<file path="src/rtl/jsu_pkg.sv">
// ----------------------------------------------------------------------------
// jsu_pkg
// Shared types and constants of the JSON string unescape block.
// ----------------------------------------------------------------------------
`timescale 1ns / 1ps

package jsu_pkg;

  // Result kinds as they appear on out_kind
  typedef enum logic [2:0] {
    KIND_BYTE     = 3'd0,
    KIND_DONE     = 3'd1,
    KIND_NOQUOTE  = 3'd2,
    KIND_BADHEX   = 3'd3,
    KIND_UNCLOSED = 3'd4
  } kind_t;

  // Largest number of results one input byte produces
  localparam int MaxRes  = 3;
  localparam int CntW    = $clog2(MaxRes + 1);

  // Command queue between front and back
  localparam int QDepth  = 4;
  localparam int QPtrW   = $clog2(QDepth);
  localparam int QCntW   = $clog2(QDepth + 1);

  // One queued command: all results caused by one input item
  typedef struct packed {
    kind_t                    kind;
    logic [CntW-1:0]          cnt;
    logic [MaxRes-1:0][7:0]   bytes;
  } cmd_t;

  typedef struct packed {
    logic empty;
    logic full;
  } q_stat_t;

endpackage

</file>
<file path="src/rtl/jsu_front.sv">
// ----------------------------------------------------------------------------
// jsu_front
// Parser front end: tracks the string state and turns each input item into
// one command describing the results it causes.
// ----------------------------------------------------------------------------
`timescale 1ns / 1ps

module jsu_front (
  input  logic          clk,
  input  logic          rst_n,
  input  logic          acc,
  input  logic [7:0]    in_byte,
  input  logic          in_last,
  output logic          push,
  output jsu_pkg::cmd_t cmd
);

  localparam logic [7:0] ChQuote  = 8'h22;
  localparam logic [7:0] ChBslash = 8'h5c;
  localparam logic [7:0] ChU      = 8'h75;

  typedef enum logic [3:0] {
    M_IDLE = 4'b0001,
    M_STR  = 4'b0010,
    M_ESC  = 4'b0100,
    M_HEX  = 4'b1000
  } mode_t;

  mode_t       mode_r, mode_nxt;
  logic [1:0]  hex_cnt_r, hex_cnt_nxt;
  logic [15:0] cp_r, cp_nxt;
  logic [15:0] cp_shift;
  logic [4:0]  hv;
  logic [8:0]  em;

  // {valid, value}
  function automatic logic [4:0] hex_val(input logic [7:0] c);
    logic [4:0] r;
    r = '0;
    if (c >= 8'h30 && c <= 8'h39)      r = {1'b1, 4'(c - 8'h30)};
    else if (c >= 8'h41 && c <= 8'h46) r = {1'b1, 4'(c - 8'h37)};
    else if (c >= 8'h61 && c <= 8'h66) r = {1'b1, 4'(c - 8'h57)};
    return r;
  endfunction

  // {valid, mapped byte}
  function automatic logic [8:0] esc_map(input logic [7:0] c);
    logic [8:0] r;
    r = '0;
    unique case (c)
      8'h61:   r = {1'b1, 8'h07};
      8'h62:   r = {1'b1, 8'h08};
      8'h65:   r = {1'b1, 8'h1b};
      8'h66:   r = {1'b1, 8'h0c};
      8'h6e:   r = {1'b1, 8'h0a};
      8'h72:   r = {1'b1, 8'h0d};
      8'h74:   r = {1'b1, 8'h09};
      8'h76:   r = {1'b1, 8'h0b};
      8'h5c, 8'h22, 8'h27, 8'h3f: r = {1'b1, c};
      default: r = '0;
    endcase
    return r;
  endfunction

  always_comb begin
    mode_nxt    = mode_r;
    hex_cnt_nxt = hex_cnt_r;
    cp_nxt      = cp_r;
    cmd.kind    = jsu_pkg::KIND_BYTE;
    cmd.cnt     = '0;
    cmd.bytes   = '0;
    hv          = hex_val(in_byte);
    em          = esc_map(in_byte);
    cp_shift    = {cp_r[11:0], hv[3:0]};

    unique case (mode_r)
      M_IDLE: begin
        if (in_byte == ChQuote) begin
          mode_nxt = M_STR;
        end else begin
          cmd.kind = jsu_pkg::KIND_NOQUOTE;
          cmd.cnt  = jsu_pkg::CntW'(1);
        end
      end
      M_STR: begin
        if (in_byte == ChQuote) begin
          cmd.kind = jsu_pkg::KIND_DONE;
          cmd.cnt  = jsu_pkg::CntW'(1);
          mode_nxt = M_IDLE;
        end else if (in_byte == ChBslash) begin
          mode_nxt = M_ESC;
        end else begin
          cmd.cnt      = jsu_pkg::CntW'(1);
          cmd.bytes[0] = in_byte;
        end
      end
      M_ESC: begin
        if (in_byte == ChU) begin
          mode_nxt    = M_HEX;
          hex_cnt_nxt = '0;
          cp_nxt      = '0;
        end else begin
          // unknown escape letters are dropped
          if (em[8]) begin
            cmd.cnt      = jsu_pkg::CntW'(1);
            cmd.bytes[0] = em[7:0];
          end
          mode_nxt = M_STR;
        end
      end
      M_HEX: begin
        if (!hv[4]) begin
          cmd.kind    = jsu_pkg::KIND_BADHEX;
          cmd.cnt     = jsu_pkg::CntW'(1);
          mode_nxt    = M_IDLE;
          hex_cnt_nxt = '0;
          cp_nxt      = '0;
        end else begin
          cp_nxt = cp_shift;
          if (hex_cnt_r == 2'd3) begin
            hex_cnt_nxt = '0;
            mode_nxt    = M_STR;
            // UTF-8 encode the collected code point
            if (cp_shift <= 16'h007f) begin
              cmd.cnt      = jsu_pkg::CntW'(1);
              cmd.bytes[0] = cp_shift[7:0];
            end else if (cp_shift <= 16'h07ff) begin
              cmd.cnt      = jsu_pkg::CntW'(2);
              cmd.bytes[0] = 8'hc0 | {3'b000, cp_shift[10:6]};
              cmd.bytes[1] = 8'h80 | {2'b00, cp_shift[5:0]};
            end else begin
              cmd.cnt      = jsu_pkg::CntW'(3);
              cmd.bytes[0] = 8'he0 | {4'b0000, cp_shift[15:12]};
              cmd.bytes[1] = 8'h80 | {2'b00, cp_shift[11:6]};
              cmd.bytes[2] = 8'h80 | {2'b00, cp_shift[5:0]};
            end
          end else begin
            hex_cnt_nxt = hex_cnt_r + 2'd1;
          end
        end
      end
      default: begin
        mode_nxt = M_IDLE;
      end
    endcase

    // text ends with the string open: one unclosed result replaces the rest
    if (in_last && mode_nxt != M_IDLE) begin
      cmd.kind    = jsu_pkg::KIND_UNCLOSED;
      cmd.cnt     = jsu_pkg::CntW'(1);
      cmd.bytes   = '0;
      mode_nxt    = M_IDLE;
      hex_cnt_nxt = '0;
      cp_nxt      = '0;
    end
  end

  assign push = acc && (cmd.cnt != '0);

  always_ff @(posedge clk) begin
    if (!rst_n) begin
      mode_r    <= M_IDLE;
      hex_cnt_r <= '0;
      cp_r      <= '0;
    end else if (acc) begin
      mode_r    <= mode_nxt;
      hex_cnt_r <= hex_cnt_nxt;
      cp_r      <= cp_nxt;
    end
  end

endmodule

</file>
<file path="src/rtl/jsu_queue.sv">
// ----------------------------------------------------------------------------
// jsu_queue
// Small register FIFO of commands between the parser and the output stage.
// ----------------------------------------------------------------------------
`timescale 1ns / 1ps

module jsu_queue (
  input  logic               clk,
  input  logic               rst_n,
  input  logic               push,
  input  jsu_pkg::cmd_t      wr_cmd,
  input  logic               pop,
  output jsu_pkg::cmd_t      rd_cmd,
  output jsu_pkg::q_stat_t   stat
);

  jsu_pkg::cmd_t                  mem_r [jsu_pkg::QDepth];
  logic [jsu_pkg::QPtrW-1:0]      wr_ptr_r, rd_ptr_r;
  logic [jsu_pkg::QCntW-1:0]      cnt_r, cnt_nxt;

  assign stat.empty = (cnt_r == '0);
  assign stat.full  = (cnt_r == jsu_pkg::QCntW'(jsu_pkg::QDepth));
  assign rd_cmd     = mem_r[rd_ptr_r];

  always_comb begin
    cnt_nxt = cnt_r;
    if (push && !pop) cnt_nxt = cnt_r + jsu_pkg::QCntW'(1);
    else if (!push && pop) cnt_nxt = cnt_r - jsu_pkg::QCntW'(1);
  end

  always_ff @(posedge clk) begin
    if (push) mem_r[wr_ptr_r] <= wr_cmd;
  end

  always_ff @(posedge clk) begin
    if (!rst_n) begin
      wr_ptr_r <= '0;
      rd_ptr_r <= '0;
      cnt_r    <= '0;
    end else begin
      if (push) wr_ptr_r <= wr_ptr_r + jsu_pkg::QPtrW'(1);
      if (pop)  rd_ptr_r <= rd_ptr_r + jsu_pkg::QPtrW'(1);
      cnt_r <= cnt_nxt;
    end
  end

endmodule

</file>
<file path="src/rtl/jsu_back.sv">
// ----------------------------------------------------------------------------
// jsu_back
// Output stage: unpacks each queued command into result items, one a cycle unless out_stall holds the output.
// ----------------------------------------------------------------------------
`timescale 1ns / 1ps

module jsu_back (
  input  logic             clk,
  input  logic             rst_n,
  input  jsu_pkg::cmd_t    head,
  input  jsu_pkg::q_stat_t stat,
  output logic             pop,
  output logic             out_valid,
  input  logic             out_stall,
  output logic [7:0]       out_byte,
  output logic [2:0]       out_kind,
  output logic             out_last
);

  logic                     valid_r;
  logic [7:0]               byte_r;
  logic [2:0]               kind_r;
  logic                     last_r;
  logic [jsu_pkg::CntW-1:0] idx_r;
  logic                     load;
  logic                     fin;

  // output register free or being drained this cycle
  assign load = !valid_r || !out_stall;
  assign fin  = (idx_r == head.cnt - jsu_pkg::CntW'(1));
  assign pop  = load && !stat.empty && fin;

  always_ff @(posedge clk) begin
    if (!rst_n) begin
      valid_r <= 1'b0;
      idx_r   <= '0;
    end else if (load) begin
      valid_r <= !stat.empty;
      if (!stat.empty) begin
        idx_r <= fin ? '0 : idx_r + jsu_pkg::CntW'(1);
      end
    end
  end

  always_ff @(posedge clk) begin
    if (load && !stat.empty) begin
      byte_r <= head.bytes[idx_r[1:0]];
      kind_r <= head.kind;
      last_r <= fin;
    end
  end

  assign out_valid = valid_r;
  assign out_byte  = byte_r;
  assign out_kind  = kind_r;
  assign out_last  = last_r;

endmodule

</file>
<file path="src/rtl/json_string_unescape.sv">
// ----------------------------------------------------------------------------
// json_string_unescape
// Streaming decoder for one quoted JSON-style string literal.
// ----------------------------------------------------------------------------
// Takes one text byte per cycle while in_stall is low and produces one result
// item per cycle while out_stall is low. Ordinary bytes and simple escapes
// give one result; a \u escape gives one to three UTF-8 bytes on its fourth
// hex digit, so the output side sets the sustained rate during \u runs. A
// four-entry command queue sits between the parser and the output register;
// in_stall rises only when that queue is full. An accepted item passes
// through the queue and then the output register before its first result.
`timescale 1ns / 1ps

module json_string_unescape (
  input  logic       clk,
  input  logic       rst_n,
  input  logic       in_valid,
  output logic       in_stall,
  input  logic [7:0] in_byte,
  input  logic       in_last,
  output logic       out_valid,
  input  logic       out_stall,
  output logic [7:0] out_byte,
  output logic [2:0] out_kind,
  output logic       out_last
);

  jsu_pkg::cmd_t    fr_cmd, hd_cmd;
  jsu_pkg::q_stat_t q_stat;
  logic             push, pop, acc;

  assign in_stall = q_stat.full;
  assign acc      = in_valid && !q_stat.full;

  jsu_front u_front (
    .clk     (clk),
    .rst_n   (rst_n),
    .acc     (acc),
    .in_byte (in_byte),
    .in_last (in_last),
    .push    (push),
    .cmd     (fr_cmd)
  );

  jsu_queue u_queue (
    .clk    (clk),
    .rst_n  (rst_n),
    .push   (push),
    .wr_cmd (fr_cmd),
    .pop    (pop),
    .rd_cmd (hd_cmd),
    .stat   (q_stat)
  );

  jsu_back u_back (
    .clk       (clk),
    .rst_n     (rst_n),
    .head      (hd_cmd),
    .stat      (q_stat),
    .pop       (pop),
    .out_valid (out_valid),
    .out_stall (out_stall),
    .out_byte  (out_byte),
    .out_kind  (out_kind),
    .out_last  (out_last)
  );

endmodule

</file>
<file path="config.mk">
export PLATFORM = sky130hd
export DESIGN_NAME = json_string_unescape
export DESIGN_NICKNAME = d
export VERILOG_FILES = /design/src/rtl/jsu_pkg.sv /design/src/rtl/jsu_front.sv /design/src/rtl/jsu_queue.sv /design/src/rtl/jsu_back.sv /design/src/rtl/json_string_unescape.sv
export SDC_FILE = /design/constraint.sdc
export NUM_CORES = 1
export LEC_CHECK = 0
export BUFFER_PORTS_ARGS = -buffer_cell sky130_fd_sc_hd__buf_2
export CAP_MARGIN = 30
export CORE_ASPECT_RATIO = 1.25
export CORE_MARGIN = 2
export CORE_UTILIZATION = 55
export CTS_CLUSTER_SIZE = 12
export DETAILED_ROUTE_END_ITERATION = 16
export PLACE_DENSITY = 0.75
export SYNTH_ARGS = -nofsm -noshare
export SYNTH_HDL_FRONTEND = slang
export SYNTH_SLANG_ARGS = --single-unit
</file>
<file path="constraint.sdc">
create_clock -name clk -period 3.16 [get_ports clk]
set_clock_uncertainty 0.15 [all_clocks]
set_input_delay 0.474 -clock clk [delete_from_list [all_inputs] [get_ports clk]]
set_output_delay 0.474 -clock clk [all_outputs]
set_load 0.005 [all_outputs]
</file>
# ---- Yosys cells after proc, flatten, opt, wreduce, memory -nomap -nowiden
# Memory sizes are Yosys's and may differ from the RTL's. A register that Yosys moved wholly into a read port is not among the register bits.
# Cells that the tools add are included.
dict set report word_totals {
  memories 1
  mem_bits_ro 0
  latch_bits 0
  in_bits 13
  ramBits 116
  regBits 40
  wordCells 133
}
dict set report classes {
  n_div 0
  reduce_logical 24
  n_addsub 10
  n_shift 0
  eq_ne 22
  n_bitwise 1
  multipliers 0
  order_cmp 9
  mux 55
}
# name words width read_ports rd_clocked_by_memory_dff write_ports line_no
set memory_table {}
lappend memory_table {u_queue.mem_r 4 29 1 1 1 jsu_queue.sv:17} ;# jsu_pkg::cmd_t mem_r [jsu_pkg::QDepth];
# op n
set ops {}
lappend ops {{$pmux 9 s9} 1}
lappend ops {{$eq 8x7->1 const B} 10}
lappend ops {{$mux 8} 7}
lappend ops {{$mux 12} 3}
lappend ops {{$mux 16} 2}
lappend ops {{$mux 4} 8}
lappend ops {{$mux 29} 1}
lappend ops {{$mux 26} 1}
lappend ops {{$eq 8x6->1 const B} 3}
lappend ops {{$mux 24} 1}
lappend ops {{$pmux 12 s2} 1}
lappend ops {{$pmux 8 s3} 1}
lappend ops {{$mux 2} 11}
lappend ops {{$bmux 8 s2} 1}
lappend ops {{$ge 8x7->1 const B} 2}
lappend ops {{$le 16x11->1 const B} 1}
lappend ops {{$le 16x7->1 const B} 1}
lappend ops {{$le 8x7->1 const B} 2}
lappend ops {{$pmux 4 s4} 1}
lappend ops {{$mux 5} 3}
lappend ops {{$mux 14} 1}
lappend ops {{$logic_and 1x1->1} 10}
lappend ops {{$add 2x1->2 const B} 4}
lappend ops {{$ge 8x6->1 const B} 1}
lappend ops {{other kinds (30)} 44}

# ---- Logic depth before layout (Yosys ltp)
# Gate-level depths: netlist of run 1.
dict set report logic_depth {
  word_depth 18
  mapped_depth 13
  ltp_nobuf 13
}

# ---- Modules after synthesis
# Synthesis of run 1 repeated with hierarchy kept, for this count alone.
dict set report hier_totals {
  hier_cells 494
  area_unflattened_um2 7214.4
}
# mod cells_per_inst n_inst area_each_um2
set modules_own_cells {}
lappend modules_own_cells {jsu_queue 194 1 4638.2}
lappend modules_own_cells {jsu_front 238 1 1856.8}
lappend modules_own_cells {jsu_back 61 1 705.7}
lappend modules_own_cells {json_string_unescape 1 1 13.8}

# ---- Least setup slack after synthesis of run 1
# Ideal clock, no wire load.
dict set report synth_path {
  path_type {input -> register}
  start {input in_byte[0]}
  end {register u_queue.cnt_r[2] (netlist name)}
  arrival_time_ns 3.252
  setup_slack_ns -0.313
  path_buffers 0
  path_stages 13
  t_required_ns 2.939
  setup_time_ns 0.071
  cell_sequence {inv_1 > ha_1 > nor4b_4 > nand2_1 > a31oi_1 > a21oi_1 > a41oi_4 > ha_1 > inv_1 > fa_1 > xor2_1 > or3_1 > a21oi_1}
}
dict set report synth_between {
  elab_chain_cells 17
  word_cells_on_any_way 58
}
# item line_no
set synth_rtl {}
lappend synth_rtl {{start, declared} json_string_unescape.sv:19} ;# input logic [7:0] in_byte,
lappend synth_rtl {{$ge 8x7->1 / $le 8x7->1 (equally long branches)} jsu_front.sv:42} ;# else if (c >= 8'h61 && c <= 8'h66) r = {1'b1, 4'(c - 8'h57)};
lappend synth_rtl {{$logic_and 1x1->1} jsu_front.sv:42}
lappend synth_rtl {{$mux 5} jsu_front.sv:42}
lappend synth_rtl {{$mux 5} jsu_front.sv:41} ;# else if (c >= 8'h41 && c <= 8'h46) r = {1'b1, 4'(c - 8'h37)};
lappend synth_rtl {{$mux 5} jsu_front.sv:40} ;# if (c >= 8'h30 && c <= 8'h39) r = {1'b1, 4'(c - 8'h30)};
lappend synth_rtl {{$le 16x11->1} jsu_front.sv:127} ;# end else if (cp_shift <= 16'h07ff) begin
lappend synth_rtl {{$mux 1} jsu_front.sv:127}
lappend synth_rtl {{$mux 2} jsu_front.sv:124} ;# if (cp_shift <= 16'h007f) begin
lappend synth_rtl {{[... 2 more ...]} --}
lappend synth_rtl {{$pmux 2 s4} jsu_front.sv:76} ;# unique case (mode_r)
lappend synth_rtl {{$mux 29 (*)} jsu_front.sv:148} ;# if (in_last && mode_nxt != M_IDLE) begin
lappend synth_rtl {{$reduce_bool 2->1 (*)} jsu_front.sv:158} ;# assign push = acc && (cmd.cnt != '0);
lappend synth_rtl {{$logic_and 1x1->1 (*)} jsu_front.sv:158}
lappend synth_rtl {{via push} json_string_unescape.sv:30} ;# logic push, pop, acc;
lappend synth_rtl {{$logic_not 1->1} jsu_queue.sv:28} ;# else if (!push && pop) cnt_nxt = cnt_r - jsu_pkg::QCntW'(1);
lappend synth_rtl {{$logic_and 1x1->1} jsu_queue.sv:28}
lappend synth_rtl {{$reduce_bool 2->1 (no source line)} --}
lappend synth_rtl {{end signal, assigned} jsu_queue.sv:43} ;# cnt_r <= cnt_nxt;
lappend synth_rtl {{end, declared} jsu_queue.sv:19} ;# logic [jsu_pkg::QCntW-1:0] cnt_r, cnt_nxt;
# Mark *: on every way through the listed nets, which the timed path passes. The rest lies on a longest branch.
# A chain may end at the register's enable or synchronous reset.

# ---- Final worst setup path of run 1
dict set report layout_path {
  start {register u_front.mode_r[2]}
  end {register u_queue.cnt_r[2] (netlist name)}
}
dict set report layout_between {
  elab_chain_cells 11
  word_cells_on_any_way 21
}
# item line_no
set layout_rtl {}
lappend layout_rtl {{start, declared} jsu_front.sv:29} ;# mode_t mode_r, mode_nxt;
lappend layout_rtl {{start signal, assigned} jsu_front.sv:166} ;# mode_r <= mode_nxt;
lappend layout_rtl {{$mux 4, on equally long branches} {jsu_front.sv:120, jsu_front.sv:90}}
lappend layout_rtl {{$mux 4, on equally long branches} {jsu_front.sv:112, jsu_front.sv:86}}
lappend layout_rtl {{$pmux 4 s4} jsu_front.sv:76}
lappend layout_rtl {{$ne 4x1->1} jsu_front.sv:148}
lappend layout_rtl {{$logic_and 1x1->1} jsu_front.sv:148}
lappend layout_rtl {{$mux 29 (*)} jsu_front.sv:148}
lappend layout_rtl {{$reduce_bool 2->1 (*)} jsu_front.sv:158}
lappend layout_rtl {{$logic_and 1x1->1 (*)} jsu_front.sv:158}
lappend layout_rtl {{via push} json_string_unescape.sv:30}
lappend layout_rtl {{$logic_not 1->1} jsu_queue.sv:28}
lappend layout_rtl {{$logic_and 1x1->1} jsu_queue.sv:28}
lappend layout_rtl {{$reduce_bool 2->1 (no source line)} --}
# Marked as above.

==> run summary, run 1 <==
status: complete, no violations
row cnt: 46
combinational group share of total power: 0.236
asr flop ratio synth: 0
initial antenna violation count: 0
CP Capture Type: flop
Yosys reg bits: 150
synthesized instance count: 486
Peak Freq: 0.334 GHz
Die Y: 130 um
clk sinks: 150
pre-CTS setup slack: -0.0620 ns
first-pass iteration count of the detailed router: 5
Avg WL per Cell: 20.1 um
Clk pin slew, worst setup/hold paths: 0.07 ns
post-route insts no fill: 734
final worst slack: 0.164 ns
register area share after synthesis: 0.600
routability congestion estimate: 0.879
Via density: 6.13
Worst-Margin Slew: 0.986 ns
vias: 4499
Final nets: 578
Final period util: 0.948
endpoints failing hold: 0
Post-synth EDFFs: 120
gr ovfl total: 0
H-Tree Depth: 4
# port buffers: 26
Slew headroom: 0.341
power per cell area: 702 nW/um^2
area delta synth->final: 17.7%
max-cap violations: 0
post-layout minimum cycle time: 3.00 ns
DR iter-0 viols: 400
Setup CP Type: flop to flop
drt drc: 0
Die Width: 105 um
Sw Share: 0.286
Routed WL: 14700 um
synthesized area per cell: 14.4 um^2
Slowest Stage Delay on Critical Path: 0.54 ns
largest net degree at the start of global routing: 28
clk buf depth: 2
slowest stage cell, crit path: dfxtp_1
Internal: 0.00413 W
Pleak: 2.93 nW
Synth top cells by count: edfxtp_1, dfxtp_1, nor2_1
ys flop type: edfxtp_1
io pins: 27
clock root cell: clkbuf_16
largest cells by area after synthesis: edfxtp_1, mux4_2, dfxtp_1
worst hold path type: primary input to flop
cell with the most instances after synthesis: edfxtp_1
Post-Synthesis Cell Area: 7010 um^2
Clk pwr share: 0.319
Pwr Total: 0.00579 W
CTS tree: built
Die Area: 13700 um^2
Net Switching: 0.00166 W
hold_buf cts: 0
design area: 8250 um^2
sequential share of power: 0.445
CP startpoint kind: flop
Starting Density: 0.559
largest area contributor in the netlist: edfxtp_1
Worst Path Arrival: 3.19 ns
Inst Count DP: 701
ANT cells: 0
CP cell instances: buf_4, nor4b_4, a211o_2, nand4_4, nand4b_4, a41oi_4, ha_2, inv_2, fa_2, xor2_1, or3_1, a21oi_1
RSZ-0062 raised after global routing: no
Yosys warning count: 0
vias in the first global route: 4391
Placeable Area: 12500 um^2
Net Count, Synth: 511
fill cell count: 936
CP Data Required Time: 3.36 ns
first-pass GRT wire length: 23000 um
Total Routing Usage GR: 0.223
Final Max Tran Viols: 0
Yosys cell types: 74
setup TNS: 0 ns
DRT antenna net count: 0
placed cell area: 7670 um^2
ratio of cells with drive above 1 in the final layout: 0.316
detailed placement HPWL: 9810 um
Peak VDD IR: 470 uV
Final Setup Violations: 0
CTS buffer count: 17
CP max FO: 6
clk_lat worst skew: 0.42 ns
share of the synthesized area in the top cell type: 0.514
[repair_timing]
action,CTS,global route
setup endpoints to repair,0,2
gates resized for setup,0,6
buffers inserted,0,1
[critical path, delay by kind of cell (launching register included)]
family | cells | cell delay, ns
DFF | 1 | 0.54
buffers and inverters | 2 | 0.25
xor gates and xnor gates | 1 | 0.15
and+or+nand+nor | 4 | 0.60
adders and majority gates | 2 | 0.55
AOI/OAI and AO/OA | 3 | 0.67
[registers in the layout (all words and copies together) (netlist names), named ones only]
name,count
u_back.out_byte,8
u_back.idx_r,2
u_back.out_kind,3
u_front.cp_r,12
u_back.out_last,1
u_queue.wr_ptr_r,2
u_front.mode_r,4
u_queue.rd_ptr_r,2
u_front.hex_cnt_r,2
u_queue.cnt_r,3
u_queue.mem_r,108
u_back.out_valid,1
[cells in the final DEF, fill, tap and decap left out, types with 6 or more instances in the layout]
master and instances:
edfxtp_1 120, a21oi_1 16, buf_2 26, and2_1 10, clkbuf_16 17, nand3_1 6
nor4b_4 6, nor3_1 6, dfxtp_1 26, nand2b_1 13, mux2i_1 13, nand2_1 26
mux4_2 27, nor2_1 28, inv_1 18, a22o_1 14, o22ai_1 8, ha_1 7
buf_4 42, o21ai_0 18
[kinds of logic after synthesis]
family / synth area share
multiplexers: 0.107
AO/OA/AOI/OAI: 0.109
XOR/XNOR: 0.0100
AND/OR/NAND/NOR: 0.118
adder cells (fa/ha/maj): 0.0225
buffers and inverters: 0.0341
flip-flops: 0.600
[through the flow]
stage,util,hold slack (ns)
after floorplan,-,0.304
after global placement,0.611,0.302
after detailed placement,0.611,0.308
after CTS,0.655,0.185
after global routing,0.658,0.203
final,0.658,0.194
[power groups by stage]
| stage | clock network (W) | logic [W] | registers (W) |
|---|---|---|---|
| after detailed placement | 0 | 0.00136 | 0.00261 |
| after global routing | 0.00193 | 0.00149 | 0.00260 |
| after global placement | 0 | 0.00133 | 0.00259 |
| after CTS | 0.00186 | 0.00138 | 0.00258 |
| final | 0.00185 | 0.00137 | 0.00257 |
| after floorplan | 0 | 0.000930 | 0.00260 |
[area by class of cell]
cell class	count	area, um^2	share of cell area
flip-flops and latches	150	4210	0.510
inverters	22	90.1	0.0109
well taps	168	210	0.0255
clock inverters	15	121	0.0147
repair buffers	72	526	0.0637
clock buffers	17	425	0.0516
multi-input cells	290	2670	0.323
[final timing paths]
check	from	slack, ns	endpoint	depth (start not counted)
hold / removal	rst_n	0.19	u_front.mode_r[0]	2
setup reg to reg	u_front.mode_r[2]	0.16	u_queue.cnt_r[2]	12
setup / recovery	u_front.mode_r[2]	0.16	u_queue.cnt_r[2]	12
hold reg to reg	u_queue.cnt_r[2]	0.35	u_queue.cnt_r[2]	2
[per-layer routing]
| metal | global-route usage | wire length, um | vias to the layer above |
|---|---|---|---|
| met5 | 0 | 0 | - |
| met4 | 0.0894 | 327 | 0 |
| met3 | 0.0440 | 773 | 30 |
| met2 | 0.388 | 7660 | 189 |
| met1 | 0.276 | 5970 | 2254 |
| li1 | - | - | 2026 |
(Power assumes the default switching activity.)
==> inputs of run 2 (changes only) <==
--- a/config.mk
+++ b/config.mk
@@ -10,9 +10,10 @@
 export CORE_ASPECT_RATIO = 1.25
 export CORE_MARGIN = 2
 export CORE_UTILIZATION = 55
+export CTS_BUF_LIST = sky130_fd_sc_hd__clkbuf_8
 export CTS_CLUSTER_SIZE = 12
 export DETAILED_ROUTE_END_ITERATION = 16
-export PLACE_DENSITY = 0.75
+export PLACE_DENSITY = 0.81
 export SYNTH_ARGS = -nofsm -noshare
 export SYNTH_HDL_FRONTEND = slang
 export SYNTH_SLANG_ARGS = --single-unit
==> constraint.sdc (replaced) <==
create_clock -name clk -period 2.79 [get_ports clk]
set_clock_uncertainty 0.15 [all_clocks]
set_input_delay 0.4185 -clock clk [delete_from_list [all_inputs] [get_ports clk]]
set_output_delay 0.4185 -clock clk [all_outputs]
set_load 0.005 [all_outputs]
==> run 2 against run 1 <==
The flow now finishes with violations (negative setup slack). Combinational power increased by 29%. Hold slack got worse by 0.10 ns. Sequential share of layout area decreased by 1.4 points. Sequential power increased by 13%. Global-route usage increased by 1.0 points. Clock-buffer cell count unchanged.
==> run summary, run 2 (same netlist as run 1, synthesis figures left out) <==
Total Routing Usage GR: 0.233 (was 0.223)
CP Data Required Time: 3.01 ns (was 3.36 ns)
Die Area: 13700 um^2 (unchanged)
gr ovfl total: 0 (unchanged)
clk sinks: 150 (unchanged)
RSZ-0062 raised after global routing: yes (was no)
hold path start: out_stall (was rst_n)
Avg WL per Cell: 20.1 um (about the same)
Via density: 6.02 (was 6.13)
Hold Path Stages: 3 (was 2)
max-cap violations: 0 (unchanged)
clk_lat worst skew: 0.44 ns (was 0.42 ns)
clk buf depth: 2 (unchanged)
Placeable Area: 12500 um^2 (unchanged)
clock root cell: clkbuf_8 (was clkbuf_16)
Worst-Margin Slew: 0.771 ns (was 0.986 ns)
worst hold path type: primary input to flop (unchanged)
Top reg by flops: u_queue.mem_r (unchanged)
failing checks: negative setup slack
power per cell area: 741 nW/um^2 (was 702 nW/um^2)
ANT cells: 0 (unchanged)
Worst Path Arrival: 3.26 ns (was 3.19 ns)
Starting Density: 0.559 (unchanged)
vias in the first global route: 4815 (was 4391)
Final nets: 620 (was 578)
Hold Crit Endpoint: u_back.out_valid (was u_front.mode_r[0])
Die Width: 105 um (unchanged)
CP max FO: 5 (was 6)
vias: 4675 (was 4499)
routability congestion estimate: 0.939 (was 0.879)
largest net degree at the start of global routing: 28 (unchanged)
first-pass GRT wire length: 24200 um (was 23000 um)
R2R depth: 12 (unchanged)
Setup CP Type: flop to flop (unchanged)
status: finished with violations (was complete, no violations)
Final period util: 1.09 (was 0.948)
Final Max Tran Viols: 0 (unchanged)
H-Tree Depth: 4 (unchanged)
Peak Freq: 0.329 GHz (was 0.334 GHz)
final worst slack: -0.245 ns (was 0.164 ns)
r2r setup slk: -0.24 ns (was 0.16 ns)
DRT antenna net count: 0 (unchanged)
slowest stage cell, crit path: dfxtp_4 (was dfxtp_1)
drt drc: 0 (unchanged)
Die Y: 130 um (unchanged)
first-pass iteration count of the detailed router: 5 (unchanged)
Slowest Stage Delay on Critical Path: 0.37 ns (was 0.54 ns)
CP startpoint kind: flop (unchanged)
max reg flops: 108 (unchanged)
initial antenna violation count: 0 (unchanged)
detailed placement HPWL: 10600 um (was 9810 um)
Pleak: 3.08 nW (was 2.93 nW)
# port buffers: 26 (unchanged)
DR iter-0 viols: 399 (was 400)
Critical R2R Launch: u_front.mode_r[2] (unchanged)
worst r2r dst: u_queue.cnt_r[2] (unchanged)
Routed WL: 15600 um (was 14700 um)
fill cell count: 851 (was 936)
io pins: 27 (unchanged)
Peak VDD IR: 417 uV (was 470 uV)
CTS tree: built (unchanged)
commonest non-fill, non-tap cell in the layout: edfxtp_1 (unchanged)
final hold slack: 0.0894 ns (was 0.194 ns)
post-layout minimum cycle time: 3.03 ns (was 3.00 ns)
hold_buf cts: 0 (unchanged)
Clk pin slew, worst setup/hold paths: 0.08 ns (was 0.07 ns)
Slew headroom: 0.484 (was 0.341)
area delta synth->final: 21.2% (was 17.7%)
ratio of cells with drive above 1 in the final layout: 0.387 (was 0.316)
CP Capture Type: flop (unchanged)
row cnt: 46 (unchanged)
endpoints failing hold: 0 (unchanged)
Final Setup Violations: 2 (was 0)
commonest non-fill, non-tap cells in the layout: edfxtp_1, buf_4, nor2_1 (unchanged)
CTS buffer count: 17 (unchanged)
CP cell instances: buf_6, nor4b_4, a21bo_2, nand4_4, nand4b_4, a41oi_4, ha_4, inv_2, fa_2, xor2_1, or3_1, a21oi_1 (was buf_4, nor4b_4, a211o_2, nand4_4, nand4b_4, a41oi_4, ha_2, inv_2, fa_2, xor2_1, or3_1, a21oi_1)
Final Util: 0.677 (was 0.658)
## run 2: timing repair
action,4_1_cts,5_1_grt
endpoints found under the setup margin,2,6
pin swaps,4,5
gates resized for setup,12,10
setup buffers,3,4
## run 2: metrics by stage
stage	setup slack, ns	std cells	TNS [ns]	instance area [um^2]	power [W]
finish	-0.245	776	-0.279	8490	0.00629
global route	-0.313	776	-0.384	8490	0.00655
CTS	-0.227	771	-0.227	8390	0.00622
detailed placement	-0.462	736	-22.74	7940	0.00457
global placement	-0.344	736	-12.31	7940	0.00447
floorplan	-0.317	486	-0.390	7100	0.00399
## run 2: report_power, final
group / switching, W / total [W] / internal, W
logic: 0.000907 / 0.00177 / 0.000867
clock network: 0.000812 / 0.00161 / 0.000796
registers: 0.000120 / 0.00291 / 0.00279
total: 0.00184 / 0.00629 / 0.00445
## run 2: layer usage
metal	GRT usage	up-vias	share of wire
met3	0.0395	45	0.044
met2	0.421	164	0.54
li1	-	2108	-
met5	0	-	0
met1	0.266	2358	0.38
met4	0.126	0	0.033
## run 2: worst max-delay path, delay by kind of cell (launching register included)
kind	cells	cell delay (ns)
flops	1	0.37
simple gates	4	0.87
buf+inv	2	0.16
fa+ha+maj	2	0.55
compound gates	3	0.70
xor+xnor	1	0.16
## run 2: layout make-up
class	count	area, um^2	share of cell area
clock buffers	17	234	0.0275
clock inverters	15	158	0.0186
inverters	22	90.1	0.0106
multi-input cells	290	2740	0.323
flip-flops and latches	150	4220	0.497
well taps	168	210	0.0247
repair buffers	114	845	0.0994
## run 2: how the worst max path moves through the flow
stage	to	slack [ns]	depth (start not counted)	start
after floorplan	u_queue.cnt_r[2]	-0.32	13	in_byte[0]
final	u_queue.cnt_r[2]	-0.24	12	u_front.mode_r[2]
after CTS	u_queue.cnt_r[2]	-0.23	12	u_front.mode_r[2]
after detailed placement	u_queue.cnt_r[2]	-0.46	14	in_byte[1]
after global placement	u_queue.cnt_r[2]	-0.34	14	in_byte[0]
after global routing	u_queue.cnt_r[2]	-0.31	11	u_front.mode_r[1]
==> inputs of run 3 (changes only) <==
--- a/config.mk
+++ b/config.mk
@@ -13,6 +13,7 @@
 export CTS_BUF_LIST = sky130_fd_sc_hd__clkbuf_8
 export CTS_CLUSTER_SIZE = 12
 export DETAILED_ROUTE_END_ITERATION = 16
+export GPL_TIMING_DRIVEN = 0
 export PLACE_DENSITY = 0.81
 export SYNTH_ARGS = -nofsm -noshare
 export SYNTH_HDL_FRONTEND = slang
==> run 3 against run 2 <==
The run still ends with negative setup slack left. Largest power group unchanged. Flip-flop and latch count stayed put. Global-route usage is 1.3 points lower. Worst setup slack better by 0.049 ns. First-iteration DRC count is 14% higher. Core utilization is 0.86 points lower. Clock power is 4% higher. Critical path depth is 1 lower. Design area is 1.3% lower. Register-to-register slack better by 0.05 ns. Hold slack better by 0.016 ns.
==> run summary, run 3 (same netlist as run 1, synthesis figures left out) <==
status: finished with violations (unchanged)
failing checks: negative setup slack (unchanged)
Final Max Tran Viols: 0 (unchanged)
hold_buf cts: 0 (unchanged)
CP startpoint kind: flop (unchanged)
Final Setup Violations: 1 (was 2)
Die Width: 105 um (unchanged)
Final nets: 600 (was 620)
commonest non-fill, non-tap cells in the layout: edfxtp_1, buf_4, buf_2 (was edfxtp_1, buf_4, nor2_1)
H-Tree Depth: 4 (unchanged)
first-pass GRT wire length: 22900 um (was 24200 um)
Peak Freq: 0.335 GHz (was 0.329 GHz)
ANT cells: 0 (unchanged)
io pins: 27 (unchanged)
clk sinks: 150 (unchanged)
CP Data Required Time: 3.02 ns (was 3.01 ns)
Die Y: 130 um (unchanged)
area delta synth->final: 19.6% (was 21.2%)
Via density: 6.22 (was 6.02)
DRT antenna net count: 0 (unchanged)
final hold slack: 0.105 ns (was 0.0894 ns)
CTS tree: built (unchanged)
DR iter-0 viols: 453 (was 399)
Top reg by flops: u_queue.mem_r (unchanged)
commonest non-fill, non-tap cell in the layout: edfxtp_1 (unchanged)
worst hold path type: primary input to flop (unchanged)
RSZ-0062 raised after global routing: yes (unchanged)
Slew headroom: 0.467 (was 0.484)
Setup CP Type: flop to flop (unchanged)
Die Area: 13700 um^2 (unchanged)
Pleak: 2.97 nW (was 3.08 nW)
gr ovfl total: 0 (unchanged)
detailed placement HPWL: 9720 um (was 10600 um)
slowest stage cell, crit path: or4b_4 (was dfxtp_4)
# port buffers: 24 (was 26)
Avg WL per Cell: 21.3 um (was 20.1 um)
power per cell area: 767 nW/um^2 (was 741 nW/um^2)
fill cell count: 872 (was 851)
Starting Density: 0.559 (unchanged)
ratio of cells with drive above 1 in the final layout: 0.371 (was 0.387)
clk buf depth: 2 (unchanged)
final worst slack: -0.196 ns (was -0.245 ns)
row cnt: 46 (unchanged)
Placeable Area: 12500 um^2 (unchanged)
Peak VDD IR: 361 uV (was 417 uV)
Slowest Stage Delay on Critical Path: 0.56 ns (was 0.37 ns)
vias in the first global route: 4494 (was 4815)
placed cell area: 7450 um^2 (was 7940 um^2)
Routed WL: 16100 um (was 15600 um)
Final period util: 1.07 (was 1.09)
vias: 4702 (was 4675)
Clk pin slew, worst setup/hold paths: 0.09 ns (was 0.08 ns)
post-layout minimum cycle time: 2.99 ns (was 3.03 ns)
clock root cell: clkbuf_8 (unchanged)
routability congestion estimate: 0.912 (was 0.939)
clk_lat worst skew: 0.44 ns (about the same)
initial antenna violation count: 0 (unchanged)
first-pass iteration count of the detailed router: 5 (unchanged)
Worst Path Arrival: 3.22 ns (was 3.26 ns)
max-cap violations: 0 (unchanged)
largest net degree at the start of global routing: 28 (unchanged)
design area: 8390 um^2 (was 8490 um^2)
max reg flops: 108 (unchanged)
CTS buffer count: 17 (unchanged)
endpoints failing hold: 0 (unchanged)
CP Capture Type: flop (unchanged)
CP max FO: 5 (unchanged)
Worst-Margin Slew: 0.799 ns (was 0.771 ns)
drt drc: 0 (unchanged)
CP cell instances: buf_2, or4b_4, a31oi_4, nor3_4, a41oi_4, ha_4, inv_2, fa_2, xor2_1, or3_1, a21oi_2 (was buf_6, nor4b_4, a21bo_2, nand4_4, nand4b_4, a41oi_4, ha_4, inv_2, fa_2, xor2_1, or3_1, a21oi_1)
Total Routing Usage GR: 0.220 (was 0.233)
==> run 3: cell count changes in the layout (fill, tap and decap cells not counted), sizes merged <==
cell,before,now
inv,21,28
and2,10,14
clkbuf,17,24
buf,114,83
clkinvlp,5,6
clkinv,9,1
==> run 3: path summary, 6_finish.rpt <==
kind	from	end	slack, ns	cells past startpoint
worst max-delay path	u_front.mode_r[3]	u_queue.cnt_r[2]	-0.20	11
worst min-delay path	out_stall	u_back.out_valid	0.11	3
worst min register to register	u_back.out_valid	u_back.out_valid	0.37	2
worst max register to register	u_front.mode_r[3]	u_queue.cnt_r[2]	-0.20	11
==> run 3: layout make-up <==
class                   instances  area (um^2)  share of cell area
multi-input cells             294         2870               0.342
inverters                      22         90.1              0.0107
clock inverters                15          168              0.0200
plain buffers                  21          133              0.0158
repair buffers                 69          469              0.0559
well taps                     168          210              0.0251
clock buffers                  17          234              0.0279
flip-flops and latches        150         4220               0.503
==> run 3: through the flow <==
step	TNS [ns]	total power (W)	setup WS (ns)	instances	utilization
5_1_grt	-0.237	0.00668	-0.237	756	0.668
6_report	-0.196	0.00643	-0.196	756	0.668
4_1_cts	-0.294	0.00625	-0.264	725	0.639
3_5_place_dp	-95.25	0.00446	-0.990	679	0.594
3_3_place_gp	-89.49	0.00435	-0.912	678	0.592
2_1_floorplan	-0.390	0.00399	-0.317	486	-
==> run 3: metal layers <==
metal  vias to the layer above  GRT usage  wire length (um)
li1                       2068          -                 -
met1                      2383      0.258              6150
met5                         -          0                 0
met3                        41     0.0480               934
met2                       210      0.385              8510
met4                         0      0.113               533
==> run 3: critical path: cells and delay by family, from the launching register on <==
kind                     cells  cell delay, ns
flip-flops                   1            0.34
XOR/XNOR                     1            0.16
adder cells (fa/ha/maj)      2            0.50
AND/OR/NAND/NOR              3            0.98
AO/OA/AOI/OAI                3            0.61
buffers and inverters        2            0.19
==> run 3: repair_timing <==
item / CTS / global route
pin swaps: 8 / 22
gates cloned: 0 / 6
setup endpoints to repair: 111 / 112
gates resized for setup: 18 / 36
setup buffers: 15 / 27
==> run 3: power breakdown <==
group / switching (W) / leakage, nW / internal (W)
registers: 0.000123 / 1.40 / 0.00279
logic: 0.000946 / 1.38 / 0.000894
clock network: 0.000857 / 0.193 / 0.000817
total: 0.00193 / 2.97 / 0.00450
